===== config.mk =====
export PLATFORM = sky130hd
export DESIGN_NAME = hbie_ctrl
export DESIGN_NICKNAME = d
export VERILOG_FILES = /design/src/hdl/hbie_pkg.sv /design/src/hdl/hbie_ctrl.sv
export SDC_FILE = /design/constraint.sdc
export NUM_CORES = 1
export LEC_CHECK = 0
export ABC_CLOCK_PERIOD_IN_PS = 4400
export BUFFER_PORTS_ARGS = -buffer_cell sky130_fd_sc_hd__buf_2
export CORE_ASPECT_RATIO = 2
export CORE_MARGIN = 2
export CORE_UTILIZATION = 45
export CTS_CLUSTER_DIAMETER = 30
export DETAILED_ROUTE_END_ITERATION = 12
export HOLD_SLACK_MARGIN = 0.06
export PLACE_DENSITY = 0.69
export SYNTH_ARGS = -nofsm -noshare
export SYNTH_HDL_FRONTEND = slang
export SYNTH_SLANG_ARGS = --single-unit
export TNS_END_PERCENT = 1

===== constraint.sdc =====
create_clock -name clock -period 4.4 [get_ports clock]
set_input_delay 0.66 -clock clock [delete_from_list [all_inputs] [get_ports clock]]
set_output_delay 0.66 -clock clock [all_outputs]
set_load 0.02 [all_outputs]

===== src/hdl/hbie_pkg.sv =====
// shared types and constants of the histogram bar image engine
package hbie_pkg;

   localparam int Q_W      = 10;
   localparam int NUM_W    = 41;
   localparam int DEN_W    = 32;
   localparam int DIVCNT_W = $clog2(Q_W);

   localparam int NUM_BINS_RST = 100;
   localparam int IMG_LEN_RST  = 300;
   localparam int IMG_WID_RST  = 300;

   localparam logic [7:0] PIX_INSIDE     = 8'd0;
   localparam logic [7:0] PIX_BACKGROUND = 8'd255;

   typedef enum logic [1:0] {
      REQ_LOAD  = 2'd0,
      REQ_BIN   = 2'd1,
      REQ_PIXEL = 2'd2
   } req_kind_type;

   typedef enum logic [1:0] {
      ST_OK     = 2'd0,
      ST_FULL   = 2'd1,
      ST_NOHIST = 2'd2,
      ST_RANGE  = 2'd3
   } status_type;

   typedef enum logic [1:0] {
      CSR_NUM_BINS = 2'd0,
      CSR_IMG_LEN  = 2'd1,
      CSR_IMG_WID  = 2'd2
   } csr_index_type;

   typedef enum logic [1:0] {
      DIV_BIN    = 2'd0,
      DIV_BAR    = 2'd1,
      DIV_STRIPE = 2'd2,
      DIV_ROW    = 2'd3
   } div_sel_type;

   typedef enum logic [2:0] {
      RSP_NONE  = 3'd0,
      RSP_PRE   = 3'd1,
      RSP_LOAD  = 3'd2,
      RSP_BLANK = 3'd3,
      RSP_BAR   = 3'd4
   } rsp_op_type;

   typedef struct packed {
      logic        accept;
      logic        clr_step;
      logic        idx_clear;
      logic        idx_inc;
      logic        mm_upd;
      logic        bn_off;
      logic        bn_mul;
      logic        bc_write;
      logic        finish;
      logic        br_mul;
      logic        bin_rd_bar;
      logic        div_start;
      div_sel_type div_sel;
      rsp_op_type  rsp_op;
   } cmd_type;

   typedef struct packed {
      logic [1:0] req_type;
      logic       last;
      status_type pre_status;
      logic       total_zero;
      logic       idx_last;
      logic       clr_last;
      logic       span_zero;
      logic       peak_zero;
      logic       stripe_zero;
      logic       k_out;
      logic       div_done;
   } stat_type;

endpackage


===== src/hdl/hbie_ctrl.sv =====
// sequencer for loads, the histogram pass and read requests
module hbie_ctrl
   import hbie_pkg::*;
(
   input  logic     clock,
   input  logic     reset,
   input  logic     start,
   output logic     busy,
   input  stat_type st,
   output cmd_type  cmd
);

   typedef enum logic [18:0] {
      S_IDLE    = 19'b0000000000000000001,
      S_CLR     = 19'b0000000000000000010,
      S_MM_RD   = 19'b0000000000000000100,
      S_MM_UPD  = 19'b0000000000000001000,
      S_BN_RD   = 19'b0000000000000010000,
      S_BN_OFF  = 19'b0000000000000100000,
      S_BN_MUL  = 19'b0000000000001000000,
      S_BN_GO   = 19'b0000000000010000000,
      S_BN_DIV  = 19'b0000000000100000000,
      S_BC_RD   = 19'b0000000001000000000,
      S_BC_WR   = 19'b0000000010000000000,
      S_FIN     = 19'b0000000100000000000,
      S_BR_RD   = 19'b0000001000000000000,
      S_BR_MUL  = 19'b0000010000000000000,
      S_BR_GO   = 19'b0000100000000000000,
      S_BR_DIV  = 19'b0001000000000000000,
      S_BR_OUT  = 19'b0010000000000000000,
      S_PX_SDIV = 19'b0100000000000000000,
      S_PX_KDIV = 19'b1000000000000000000
   } state_type;

   state_type state_ff, state_in;

   assign busy = state_ff != S_IDLE;

   always_comb begin
      state_in = state_ff;
      cmd      = '0;
      unique case (state_ff)
         S_IDLE: begin
            if (start) begin
               cmd.accept = 1'b1;
               case (st.req_type)
                  REQ_LOAD: begin
                     if (st.last) begin
                        state_in = S_CLR;
                     end else begin
                        cmd.rsp_op = RSP_PRE;
                     end
                  end
                  REQ_BIN: begin
                     if (st.pre_status != ST_OK) begin
                        cmd.rsp_op = RSP_PRE;
                     end else begin
                        state_in = S_BR_RD;
                     end
                  end
                  REQ_PIXEL: begin
                     if (st.pre_status != ST_OK) begin
                        cmd.rsp_op = RSP_PRE;
                     end else begin
                        cmd.div_start = 1'b1;
                        cmd.div_sel   = DIV_STRIPE;
                        state_in      = S_PX_SDIV;
                     end
                  end
                  default: cmd.rsp_op = RSP_PRE;
               endcase
            end
         end
         S_CLR: begin
            cmd.clr_step  = 1'b1;
            cmd.idx_clear = 1'b1;
            if (st.clr_last) begin
               state_in = st.total_zero ? S_FIN : S_MM_RD;
            end
         end
         S_MM_RD: state_in = S_MM_UPD;
         S_MM_UPD: begin
            cmd.mm_upd = 1'b1;
            if (st.idx_last) begin
               cmd.idx_clear = 1'b1;
               state_in      = S_BN_RD;
            end else begin
               cmd.idx_inc = 1'b1;
               state_in    = S_MM_RD;
            end
         end
         S_BN_RD: state_in = S_BN_OFF;
         S_BN_OFF: begin
            cmd.bn_off = 1'b1;
            state_in   = S_BN_MUL;
         end
         S_BN_MUL: begin
            cmd.bn_mul = 1'b1;
            state_in   = st.span_zero ? S_BC_RD : S_BN_GO;
         end
         S_BN_GO: begin
            cmd.div_start = 1'b1;
            cmd.div_sel   = DIV_BIN;
            state_in      = S_BN_DIV;
         end
         S_BN_DIV: begin
            if (st.div_done) begin
               state_in = S_BC_RD;
            end
         end
         S_BC_RD: state_in = S_BC_WR;
         S_BC_WR: begin
            cmd.bc_write = 1'b1;
            if (st.idx_last) begin
               state_in = S_FIN;
            end else begin
               cmd.idx_inc = 1'b1;
               state_in    = S_BN_RD;
            end
         end
         S_FIN: begin
            cmd.finish = 1'b1;
            cmd.rsp_op = RSP_LOAD;
            state_in   = S_IDLE;
         end
         S_BR_RD: begin
            cmd.bin_rd_bar = 1'b1;
            state_in       = S_BR_MUL;
         end
         S_BR_MUL: begin
            cmd.br_mul = 1'b1;
            state_in   = st.peak_zero ? S_BR_OUT : S_BR_GO;
         end
         S_BR_GO: begin
            cmd.div_start = 1'b1;
            cmd.div_sel   = DIV_BAR;
            state_in      = S_BR_DIV;
         end
         S_BR_DIV: begin
            if (st.div_done) begin
               state_in = S_BR_OUT;
            end
         end
         S_BR_OUT: begin
            cmd.rsp_op = RSP_BAR;
            state_in   = S_IDLE;
         end
         S_PX_SDIV: begin
            if (st.div_done) begin
               if (st.stripe_zero) begin
                  cmd.rsp_op = RSP_BLANK;
                  state_in   = S_IDLE;
               end else begin
                  cmd.div_start = 1'b1;
                  cmd.div_sel   = DIV_ROW;
                  state_in      = S_PX_KDIV;
               end
            end
         end
         S_PX_KDIV: begin
            if (st.div_done) begin
               if (st.k_out) begin
                  cmd.rsp_op = RSP_BLANK;
                  state_in   = S_IDLE;
               end else begin
                  state_in = S_BR_RD;
               end
            end
         end
         default: state_in = S_IDLE;
      endcase
   end

   always_ff @(posedge clock) begin
      if (reset) begin
         state_ff <= S_IDLE;
      end else begin
         state_ff <= state_in;
      end
   end

endmodule


==> metrics.cfg <==
[status]
outcome = complete, no violations

[timing]
share_of_the_clock_period_used_by_the_worst_path_pct = 71.1
worst_pin_slew_ns = 0.884
setup_tns_ns = 0
finalHoldViolations = 0
final-setup-viol-count = 0
grt_setup_unrepaired = no
finalMaxSlewViolations = 0
skew_ns = 0.00559
timing.max_slew.rel_slack_pct = 40.5
max_freq_mhz = 320
min_period_ns = 3.13

[die]
fp.dieArea_mm2 = 0.00348
die_width_um = 42.7
core-area_mm2 = 0.00291
die_height_um = 81.5
initial_utilization_pct = 46.4
io_pins = 34
std_cell_rows = 28

[detailed_routing]
via_count = 1469
finalWirelength_mm = 3.82
vias_per_cell = 6.17
drt_first_iter_violations = 84
drt_antenna_net_count = 0
detail_route.first_pass.iterations = 4
remaining_drc_errors = 0
wire_per_inst_um = 16.0

[logic_synthesis]
ys_async_sr_fraction_pct = 0
synth-edff-count = 0
synth-xor-area-share_pct = 3.89
synthDominantCellAreaShare_pct = 28.2
synth.ff_latch_count = 19
yosysWarnings = 0
yosysUniqueCellTypes = 45
synthMuxAreaShare_pct = 0
mappedNetlistArea_mm2 = 0.00135
synth_compound_area_share_pct = 13.0
synth-simple-area-share_pct = 43.5
main_combinational_cell_family_by_area_after_synthesis = simple AND/OR/NAND/NOR gates
synth.net_count = 201
synthAdderAreaFrac_pct = 5.56
synthesis.instances = 179
synth-main-ff-cell = sky130_fd_sc_hd__dfxtp_1
synth.area.top_cells = sky130_fd_sc_hd__dfxtp_1 28%, sky130_fd_sc_hd__nor2_1 7.2%, sky130_fd_sc_hd__ha_1 5.6%, sky130_fd_sc_hd__nor3_1 4.1%, sky130_fd_sc_hd__nand2_1 3.6%
synth.avg_cell_area_um2 = 7.54
synth_top_cell_by_area = sky130_fd_sc_hd__dfxtp_1
synth-seq-area-share_pct = 28.2

[critical_path]
critical_path_class = reg2out
critical_path.endpoint_type = output port
crit_required_ns = 3.74
path_max_fanout = 7
cp.arrival_ns = 2.47
setup.worst_path.start_class = flop

[cells_and_area]
registers.top_by_ff_count = state_ff
largest_register_ffs = 19
finalNetCount = 231
multi_input_area_um2 = 890
insertedDiodeCount = 0
area_growth_from_synthesis_to_final_layout_pct = 15.3
final-seq-area_um2 = 380
reg.largest.list = state_ff: 19 flops
filler_cell_count = 287
drive_gt1_share_pct = 22.6
utilization_pct = 53.5

[global_route]
largest_net_degree_at_the_start_of_global_routing = 12
grt.total_usage_pct = 23.9
antenna_violations_before_repair = 0
grt_pass1_wl_mm = 6.47
grt_overflow = 0
grt_pass1_vias = 1476

[cts]
holdBufCountCts = 0
tritoncts_clock_tree = built
numClockSinks = 19
cts_resized = 0
clock-root-buffer = sky130_fd_sc_hd__clkbuf_8
cts_made_buffers = 3
worst_skew_pair.late_latency_ns = 0.26
htree_levels = 1
worst_setup_hold_path_clk_slew_ns = 0.08
ctsLongestPathBuffers = 2
postCtsSetupBuffers = 0

[power]
vdd.ir_drop.worst_mv = 0.326
static-leakage-power_uw = 0.000735
power_density_mw_per_mm2 = 391

[placement]
portBuffers = 33
place.detailed.hpwl_mm = 3.08
globalplace.congestion = 0.875

[flow_run]
cap_violations = 0

[worst_hold_path]
worst_hold_path_type = reg2reg

-- where the power goes --
part,internal (uW),total (uW),switching [uW]
Clock,63.0,124,61.0
Sequential,182,203,20.5
Combinational,105,282,177
-- layout by cell type (no fill, tap or decap), drive strengths merged, types with 2 or more instances in the layout --
cell type,synthesis,final
nor2b,3,3
ha,6,6
nand3,8,8
nand2,13,13
a21oi,6,6
xnor2,3,3
and3,3,3
inv,10,10
nor2,26,26
a32oi,2,2
nor3,11,11
nor4,9,9
or4,3,3
o21ai,5,5
nand2b,4,4
or2,4,4
and4,2,2
buf,5,33
clkbuf,3,3
nand4,4,4
dfxtp,19,19
xor2,3,3
and2,3,3
nand4b,4,4
nor3b,5,5
-- synthesized netlist by cell type, types with 2 or more instances --
library cell and count:
sky130_fd_sc_hd__nor3b_1 5, sky130_fd_sc_hd__and4_1 2, sky130_fd_sc_hd__nand4_1 4, sky130_fd_sc_hd__xnor2_1 3
sky130_fd_sc_hd__or2_2 4, sky130_fd_sc_hd__and2_1 3, sky130_fd_sc_hd__ha_1 6, sky130_fd_sc_hd__nand4b_1 4
sky130_fd_sc_hd__nand3_1 8, sky130_fd_sc_hd__a21oi_1 5, sky130_fd_sc_hd__inv_1 9, sky130_fd_sc_hd__xor2_1 3
sky130_fd_sc_hd__nand2b_1 4, sky130_fd_sc_hd__o21ai_0 4, sky130_fd_sc_hd__nand2_1 13, sky130_fd_sc_hd__nor3_1 11
sky130_fd_sc_hd__nor2_1 26, sky130_fd_sc_hd__and3_1 3, sky130_fd_sc_hd__buf_2 4, sky130_fd_sc_hd__nor4_2 2
sky130_fd_sc_hd__a32oi_1 2, sky130_fd_sc_hd__dfxtp_1 19, sky130_fd_sc_hd__nor2b_1 3, sky130_fd_sc_hd__or4_1 3
sky130_fd_sc_hd__nor4_1 7, sky130_fd_sc_hd__clkbuf_1 3
-- cell type report --
type	count	area share, %
repair buffers	33	10.6
well taps	30	2.41
clock inverters	1	0.322
inverters	10	2.41
multi-input cells	142	57.2
flip-flops and latches	19	24.4
clock buffers	3	2.65
-- cell families (layout without fill, tap and decap cells) --
group	Yosys count	after routing
AOI/OAI and AO/OA	24	24
buffers and inverters	18	47
DFF	19	19
xor gates and xnor gates	6	6
and+or+nand+nor	106	106
adders and majority gates	6	6
-- critical path, cell delays in order, from the launching register on --
cell,delay [ns]
sky130_fd_sc_hd__dfxtp_1,0.41
sky130_fd_sc_hd__nor4_2,0.55
sky130_fd_sc_hd__nand3_1,0.30
sky130_fd_sc_hd__nor2_1,0.33
sky130_fd_sc_hd__and2_1,0.21
sky130_fd_sc_hd__a31o_2,0.16
sky130_fd_sc_hd__nand2b_1,0.09
sky130_fd_sc_hd__buf_2,0.15
-- routing by layer --
layer | GRT usage, % | share of wire [%] | up-vias
met3 | 1.98 | 4.7 | 12
met4 | 11.9 | 2.3 | 0
met5 | 0 | 0 | -
met2 | 46.7 | 57 | 60
met1 | 24.3 | 36 | 694
li1 | - | - | 703
-- per-stage QoR --
| step | std cells | total power (uW) | hold WS, ns | worst slack, ns | cell area (um^2) |
|---|---|---|---|---|---|
| finish | 238 | 609 | 0.531 | 1.27 | 1560 |
| global route | 238 | 648 | 0.574 | 0.938 | 1560 |
| CTS | 238 | 608 | 0.526 | 1.30 | 1560 |
| detailed placement | 234 | 486 | 0.511 | 1.57 | 1510 |
| global placement | 234 | 483 | 0.518 | 1.59 | 1510 |
| floorplan | 179 | 416 | 0.483 | 1.45 | 1350 |
-- worst paths after layout --
| kind | slack, ns | cells past startpoint | end | startpoint |
|---|---|---|---|---|
| worst min-delay path | 0.53 | 2 | state_ff[3] | state_ff[2] |
| worst max register to register | 2.01 | 6 | state_ff[5] | state_ff[13] |
| worst max-delay path | 1.27 | 7 | cmd[5] | state_ff[8] |
| worst min register to register | 0.53 | 2 | state_ff[3] | state_ff[2] |
No activity file was read; power rests on OpenSTA's default activity.
